File: src/sv/swm_pkg.sv
package swm_pkg;

  // sample and register widths
  localparam int DATA_W = 32;
  localparam int CFG_W  = 7;

  // built maximum of the moving window
  localparam int MAX_WINDOW_DEF = 64;

  // window size after reset
  localparam logic [CFG_W-1:0] WINDOW_RESET = 7'd3;

  // configuration port: one 32-bit register at byte address 0
  localparam int APB_AW = 3;
  localparam int APB_DW = 32;

  // register index, taken from paddr[2]
  localparam logic REG_WINDOW = 1'b0;

  // controls broadcast to every cell of the sorted row
  typedef struct packed {
    logic update;  // take the next sorted slot value
    logic remove;  // window full: oldest sample leaves the row
    logic clear;   // empty the row
  } cell_ctrl_t;

  typedef enum logic [1:0] {
    ST_IDLE,
    ST_SHIFT,
    ST_PICK
  } swm_state_e;

endpackage

File: src/sv/swm_cell.sv
module swm_cell #(
  parameter int AGE_W = 6
) (
  input  logic                              clk_i,
  input  logic                              rst_ni,
  input  swm_pkg::cell_ctrl_t               ctrl_i,
  input  logic signed [swm_pkg::DATA_W-1:0] key_i,
  input  logic signed [swm_pkg::DATA_W-1:0] old_i,
  // slot of the lower neighbor after removal
  input  logic                              dn_vld_i,
  input  logic signed [swm_pkg::DATA_W-1:0] dn_val_i,
  input  logic [AGE_W-1:0]                  dn_age_i,
  input  logic                              dn_le_i,
  // stored value of the upper neighbor
  input  logic                              up_vld_i,
  input  logic signed [swm_pkg::DATA_W-1:0] up_val_i,
  input  logic [AGE_W-1:0]                  up_age_i,
  input  logic                              up_le_i,
  // own stored value
  output logic                              vld_o,
  output logic signed [swm_pkg::DATA_W-1:0] val_o,
  output logic [AGE_W-1:0]                  age_o,
  output logic                              le_o,
  // own slot after removal
  output logic                              lp_vld_o,
  output logic signed [swm_pkg::DATA_W-1:0] lp_val_o,
  output logic [AGE_W-1:0]                  lp_age_o,
  output logic                              lp_le_o
);

  logic                              vld_q, vld_d;
  logic signed [swm_pkg::DATA_W-1:0] val_q, val_d;
  logic [AGE_W-1:0]                  age_q, age_d;
  logic                              lt_old;
  logic                              shift_dn;

  // the oldest entry is the lowest of its equals, so everything not below it moves down
  assign lt_old   = vld_q && (val_q < old_i);
  assign le_o     = vld_q && (val_q <= key_i);
  assign shift_dn = ctrl_i.remove && !lt_old;

  assign lp_vld_o = shift_dn ? up_vld_i : vld_q;
  assign lp_val_o = shift_dn ? up_val_i : val_q;
  assign lp_age_o = shift_dn ? up_age_i : age_q;
  assign lp_le_o  = shift_dn ? up_le_i  : le_o;

  // insert: keep own slot at or below the key, take the key at its place, else take from below
  always_comb begin
    if (lp_le_o) begin
      vld_d = lp_vld_o;
      val_d = lp_val_o;
      age_d = lp_age_o + AGE_W'(1);
    end else if (dn_le_i) begin
      vld_d = 1'b1;
      val_d = key_i;
      age_d = '0;
    end else begin
      vld_d = dn_vld_i;
      val_d = dn_val_i;
      age_d = dn_age_i + AGE_W'(1);
    end
  end

  always_ff @(posedge clk_i or negedge rst_ni) begin
    if (!rst_ni) begin
      vld_q <= 1'b0;
    end else if (ctrl_i.clear) begin
      vld_q <= 1'b0;
    end else if (ctrl_i.update) begin
      vld_q <= vld_d;
    end
  end

  always_ff @(posedge clk_i) begin
    if (ctrl_i.update) begin
      val_q <= val_d;
      age_q <= age_d;
    end
  end

  assign vld_o = vld_q;
  assign val_o = val_q;
  assign age_o = age_q;

endmodule

File: config.mk
export PLATFORM = sky130hd
export DESIGN_NAME = swm_cell
export DESIGN_NICKNAME = d
export VERILOG_FILES = /design/src/sv/swm_pkg.sv /design/src/sv/swm_cell.sv
export SDC_FILE = /design/constraint.sdc
export NUM_CORES = 1
export LEC_CHECK = 0
export BUFFER_PORTS_ARGS = -buffer_cell sky130_fd_sc_hd__buf_2
export CORE_MARGIN = 1.5
export CORE_UTILIZATION = 35
export CTS_BUF_LIST = sky130_fd_sc_hd__clkbuf_16
export DETAILED_ROUTE_END_ITERATION = 12
export PLACE_DENSITY_LB_ADDON = 0.08
export SLEW_MARGIN = 20
export SYNTH_ARGS = -nofsm -noshare
export SYNTH_HDL_FRONTEND = slang
export SYNTH_SLANG_ARGS = --single-unit
File: constraint.sdc
create_clock -name clk_i -period 3.95 [get_ports clk_i]
set_input_delay 0.5925 -clock clk_i [delete_from_list [all_inputs] [get_ports clk_i]]
set_output_delay 0.5925 -clock clk_i [all_outputs]
set_load 0.03 [all_outputs]
### After elaboration in Yosys (flattened, before gate mapping)

Index checks and enable logic that the tools add are counted.

| storage, ports and cells | value |
|---|---|
| word-level logic and storage cells | 24 |
| input bits | 149 |
| register bits after elaboration | 39 |
| output and inout bits | 80 |

| cells by class | value |
|---|---|
| multiplexer cells | 12 |
| reduce and logical (&&, ||, !) cells | 5 |
| add/sub/neg operators | 2 |
| magnitude comparators | 2 |

Operators with widths:

| operator | number |
|---|---|
| $mux 32 | 3 |
| $le 32x32->1 | 1 |
| $lt 32x32->1 | 1 |
| $mux 6 | 3 |
| $add 6x1->6 const B | 2 |
| $mux 1 | 6 |
| $logic_and 1x1->1 | 3 |
| $reduce_bool 2->1 | 1 |
| $logic_not 1->1 | 1 |

### Longest topological paths before layout

| logic depth | value |
|---|---|
| depth after elaboration | 8 |
| gate-level depth with buffers | 13 |
| mapped depth without buffers | 12 |

### Worst setup path after synthesis

Ideal clock, no wire load.

| path | value |
|---|---|
| kind | input port to flip-flop |
| start point | in old_i[30] in the netlist's numbering |
| end point | reg age_q[4], in the netlist age_o[4], data pin |
| library setup time | 271 ps |
| path buffers | 1 |
| arrival time | 3,099 ps |
| data required time | 3,679 ps |
| stages on the path | 13 |
| setup slack | 579 ps |
| cells stage by stage | inv_1 > ha_1 > a21oi_1 > nand2_1 > a221oi_1 > nand4_1 > o211ai_4 > buf_4 > mux2_2 > ha_1 > a21oi_1 > nand3b_1 > o31ai_1 |

| between the ends | value |
|---|---|
| longest elaborated chain between the ends | 7 |
| elaborated cells between the ends (all ways) | 8 |
| those cells by class | 1 x add/sub; 1 x order compare; 3 x mux; 3 x reduce/logical |

Ends and longest elaborated chain:

| item | line | source |
|---|---|---|
| start: declaration | swm_cell.sv:8 | `input logic signed [swm_pkg::DATA_W-1:0] old_i,` |
| $lt 32x32->1 | swm_cell.sv:38 | `assign lt_old = vld_q && (val_q < old_i);` |
| $logic_and 1x1->1 | swm_cell.sv:38 |  |
| $logic_not 1->1 | swm_cell.sv:40 | `assign shift_dn = ctrl_i.remove && !lt_old;` |
| $logic_and 1x1->1 | swm_cell.sv:40 |  |
| $mux 6 | swm_cell.sv:44 | `assign lp_age_o = shift_dn ? up_age_i : age_q;` |
| named net lp_age_o[1] | swm_cell.sv:27 | `output logic [AGE_W-1:0] lp_age_o,` |
| $add 6x1->6 | swm_cell.sv:52 | `age_d = lp_age_o + AGE_W'(1);` |
| $mux 6 | swm_cell.sv:49 | `if (lp_le_o) begin` |
| named net age_d[4] | swm_cell.sv:33 | `logic [AGE_W-1:0] age_q, age_d;` |
| end signal: assignment | swm_cell.sv:77 | `age_q <= age_d;` |
| end: declaration | swm_cell.sv:33 |  |

The timed path passes the listed nets, and every way through them passes these cells.
A chain may end at the register's enable or synchronous reset.

### Final worst setup path

| path | value |
|---|---|
| start point | reg val_q (netlist bit val_o[30]) |
| end point | out lp_le_o |

| between the ends | value |
|---|---|
| longest elaborated chain between the ends | 5 |
| elaborated cells between the ends (all ways) | 7 |
| those cells by class | 2 x order compare; 1 x mux; 4 x reduce/logical |

Ends and longest elaborated chain:

| item | line | source |
|---|---|---|
| start: declaration | swm_cell.sv:32 | `logic signed [swm_pkg::DATA_W-1:0] val_q, val_d;` |
| start signal: assignment | swm_cell.sv:76 | `val_q <= val_d;` |
| $lt 32x32->1 | swm_cell.sv:38 |  |
| $logic_and 1x1->1 | swm_cell.sv:38 |  |
| $logic_not 1->1 | swm_cell.sv:40 |  |
| $logic_and 1x1->1 | swm_cell.sv:40 |  |
| $mux 1 * | swm_cell.sv:45 | `assign lp_le_o = shift_dn ? up_le_i : le_o;` |
| end: declaration | swm_cell.sv:28 | `output logic lp_le_o` |

Every way passes the cells marked *; elsewhere a longest branch is shown, timed or not.

==> metrics <==
outcome finished, final reports clean; Netlist Area Pre-Place 4330 µm²; most frequent cells in the layout buf_2, inv_1, ha_1; Max Cap Violations 0; worst-skew pair later-pin latency 290 ps; Slew Limit Fails 0; CP Class reg -> out; ANT nets after route 0; ordered cell list for the critical path ha_1, a21oi_1, nand2_1, a221oi_1, nand4_1, o211ai_4, buf_12, nor2_1, a31o_2, inv_2, buf_2; std cell rows 40; Num CTS Buffers 5; layout cells sized above 1 40.9%; setup TNS 0 ps; total die area 13,100 µm²; Hold WC Path Type in -> async; Fin. Hold Viols 0; arrival time at the worst endpoint 3100 ps; largest net degree at the start of global routing 67; crit end category output pin; RR Endpoint age_o[4]$_DFFE_PP_; Cells after Synth 469; final RePlAce weighted congestion 0.782; Mean Syn Cell Area 9.24 µm²; Slowest cell on crit path edfxtp_1; post-cts resize count 0; H-tree Lvls 2; drt total wl 13,000 µm; antenna violations before repair 0; Area Overhead vs Synth 32.5%; first-pass GRT wire length 20,400 µm; Die Ht 114 µm; Seq cells post-synth 39; peak supply drop 141 µV; number of I/O port buffers 228; Final WS setup 261 ps; Root Driver clkbuf_16; I/O pin total 229; GRT Total Usage 19.8%; syn nets 683; WL/cell 15.1 µm; crit path from val_o[30]$_DFFE_PP_; initial core utilization 35.9%; post-CTS setup buffers 0; vias in the first global route 4,126; Power per Cell Area 337 nW/µm²; clk buf depth 2; commonest non-fill, non-tap cell in the layout buf_2; global route total overflow 0; Synth async-reset ratio 2.56%; R2R depth 12; Pre-antenna DRT Iters 4; drt drc 0; via count 4,167; die width 114 µm; WP data required 3360 ps; Nets 905; Max Clk Rate 271 MHz; final core occ 47.6%; Worst Setup EP lp_le_o; CTS Hold Bufs 0; Clock Sinks 39; First DRT Iteration DRCs 194; final worst-path cycle share 93.4%; Setup crit start kind register; Ant. Diodes 0; Period minus WS final 3690 ps; Vias/cell 4.85; ys flop type edfxtp_1; worst reg2reg startpoint val_o[30]$_DFFE_PP_; Slew Limit Headroom 30.4%; distinct cell type count after synthesis 47; Reg clk slew, reported paths 60 ps; worst-case clock skew 8.17 ps; post-DP HPWL 10,400 µm; Post-synth EDFFs 38; synthesis warning total 0; CTS tree yes; area of the core 12,100 µm²; slew at the pin closest to its max-slew limit 1040 ps; crit-path max FO 31; final setup vio count 0; P_leak 3.01 nW; max incr delay on CP 460 ps; dpl ws 303 ps; sequential fraction of the synthesis area 26.9%; reg-to-reg slack, setup 610 ps; RSZ-0062 raised after global routing no
[layout make-up]
cell class / count / area (µm²)
timing repair buffer: 231 / 1180
tap: 168 / 210
multi-input combinational: 347 / 2800
clock inverter: 3 / 11.3
clock buffer: 5 / 125
fill: 1198 / 6320
inverter: 67 / 251
sequential: 39 / 1170
[synth_stat cells, drive strengths merged, types with 3 or more instances]
cell type	count	area share (%)
nand3	7	0.81
nor2	42	3.6
nand2b	3	0.61
a21o	12	2.1
nand4	16	2.5
clkbuf	3	0.26
edfxtp	38	26
o21ai	11	1.3
nand2	19	1.6
ha	65	19
buf	13	2.5
o211ai	3	0.84
nand3b	5	0.87
inv	67	5.8
mux2	38	10
o21a	5	0.87
a21oi	60	7.2
o31ai	5	0.87
mux2i	35	8.1
[where the power goes]
part	leakage [nW]	switching, mW	internal [mW]
clock	0.0701	0.168	0.228
sequential	0.381	0.0598	0.530
combinational	2.56	0.582	0.368
[routing by layer]
layer	GRT usage, %	wire [µm]	part of all wire (%)	vias to the layer above
met5	0	0	0	-
met4	4.17	92	0.71	0
met3	3.44	784	6.0	7
met2	34.5	6150	47	144
met1	25.7	6000	46	1877
li1	-	-	-	2139
[metrics by stage]
step / instance area (µm²) / hold slack, ps / power (mW) / instances
after floorplan: 4330 / 297 / 1.26 / 469
after global placement: 5600 / 368 / 1.54 / 852
after detailed placement: 5600 / 369 / 1.56 / 852
after CTS: 5740 / 58.3 / 1.96 / 860
after global routing: 5740 / 58.2 / 2.07 / 860
final: 5740 / 64.5 / 1.94 / 860
[critical path, delay by kind of cell (launching register included)]
family | cells | cell delay (ps)
flops | 1 | 460
simple gates | 3 | 350
compound gates | 4 | 980
buf+inv | 3 | 660
fa+ha+maj | 1 | 350
[registers in the layout (all words and copies together), names as in the netlist]
register	flops
age_o	6
vld_o	1
val_o	32
[logic make-up (layout without fill, tap and decap cells)]
logic type               count (synthesis)  count (layout)  synth area share, %
adder cells (fa/ha/maj)                 65              65                 18.8
XOR/XNOR                                 4               4                0.809
buffers and inverters                   83             306                 8.55
multiplexers                            73              73                 18.1
AO/OA/AOI/OAI                          106             106                 15.6
AND/OR/NAND/NOR                         99              99                 11.2
flip-flops                              39              39                 26.9
[worst min-delay path by stage]
stage                     cells past startpoint  startpoint  slack [ps]                end
after floorplan                               0      rst_ni         300  vld_o$_DFFE_PN0P_
after global placement                        1      rst_ni         370  vld_o$_DFFE_PN0P_
after detailed placement                      1      rst_ni         370  vld_o$_DFFE_PN0P_
after CTS                                     1      rst_ni          60  vld_o$_DFFE_PN0P_
after global routing                          1      rst_ni          60  vld_o$_DFFE_PN0P_
final                                         1      rst_ni          60  vld_o$_DFFE_PN0P_
Note: power is estimated with default switching activity, not from simulation.
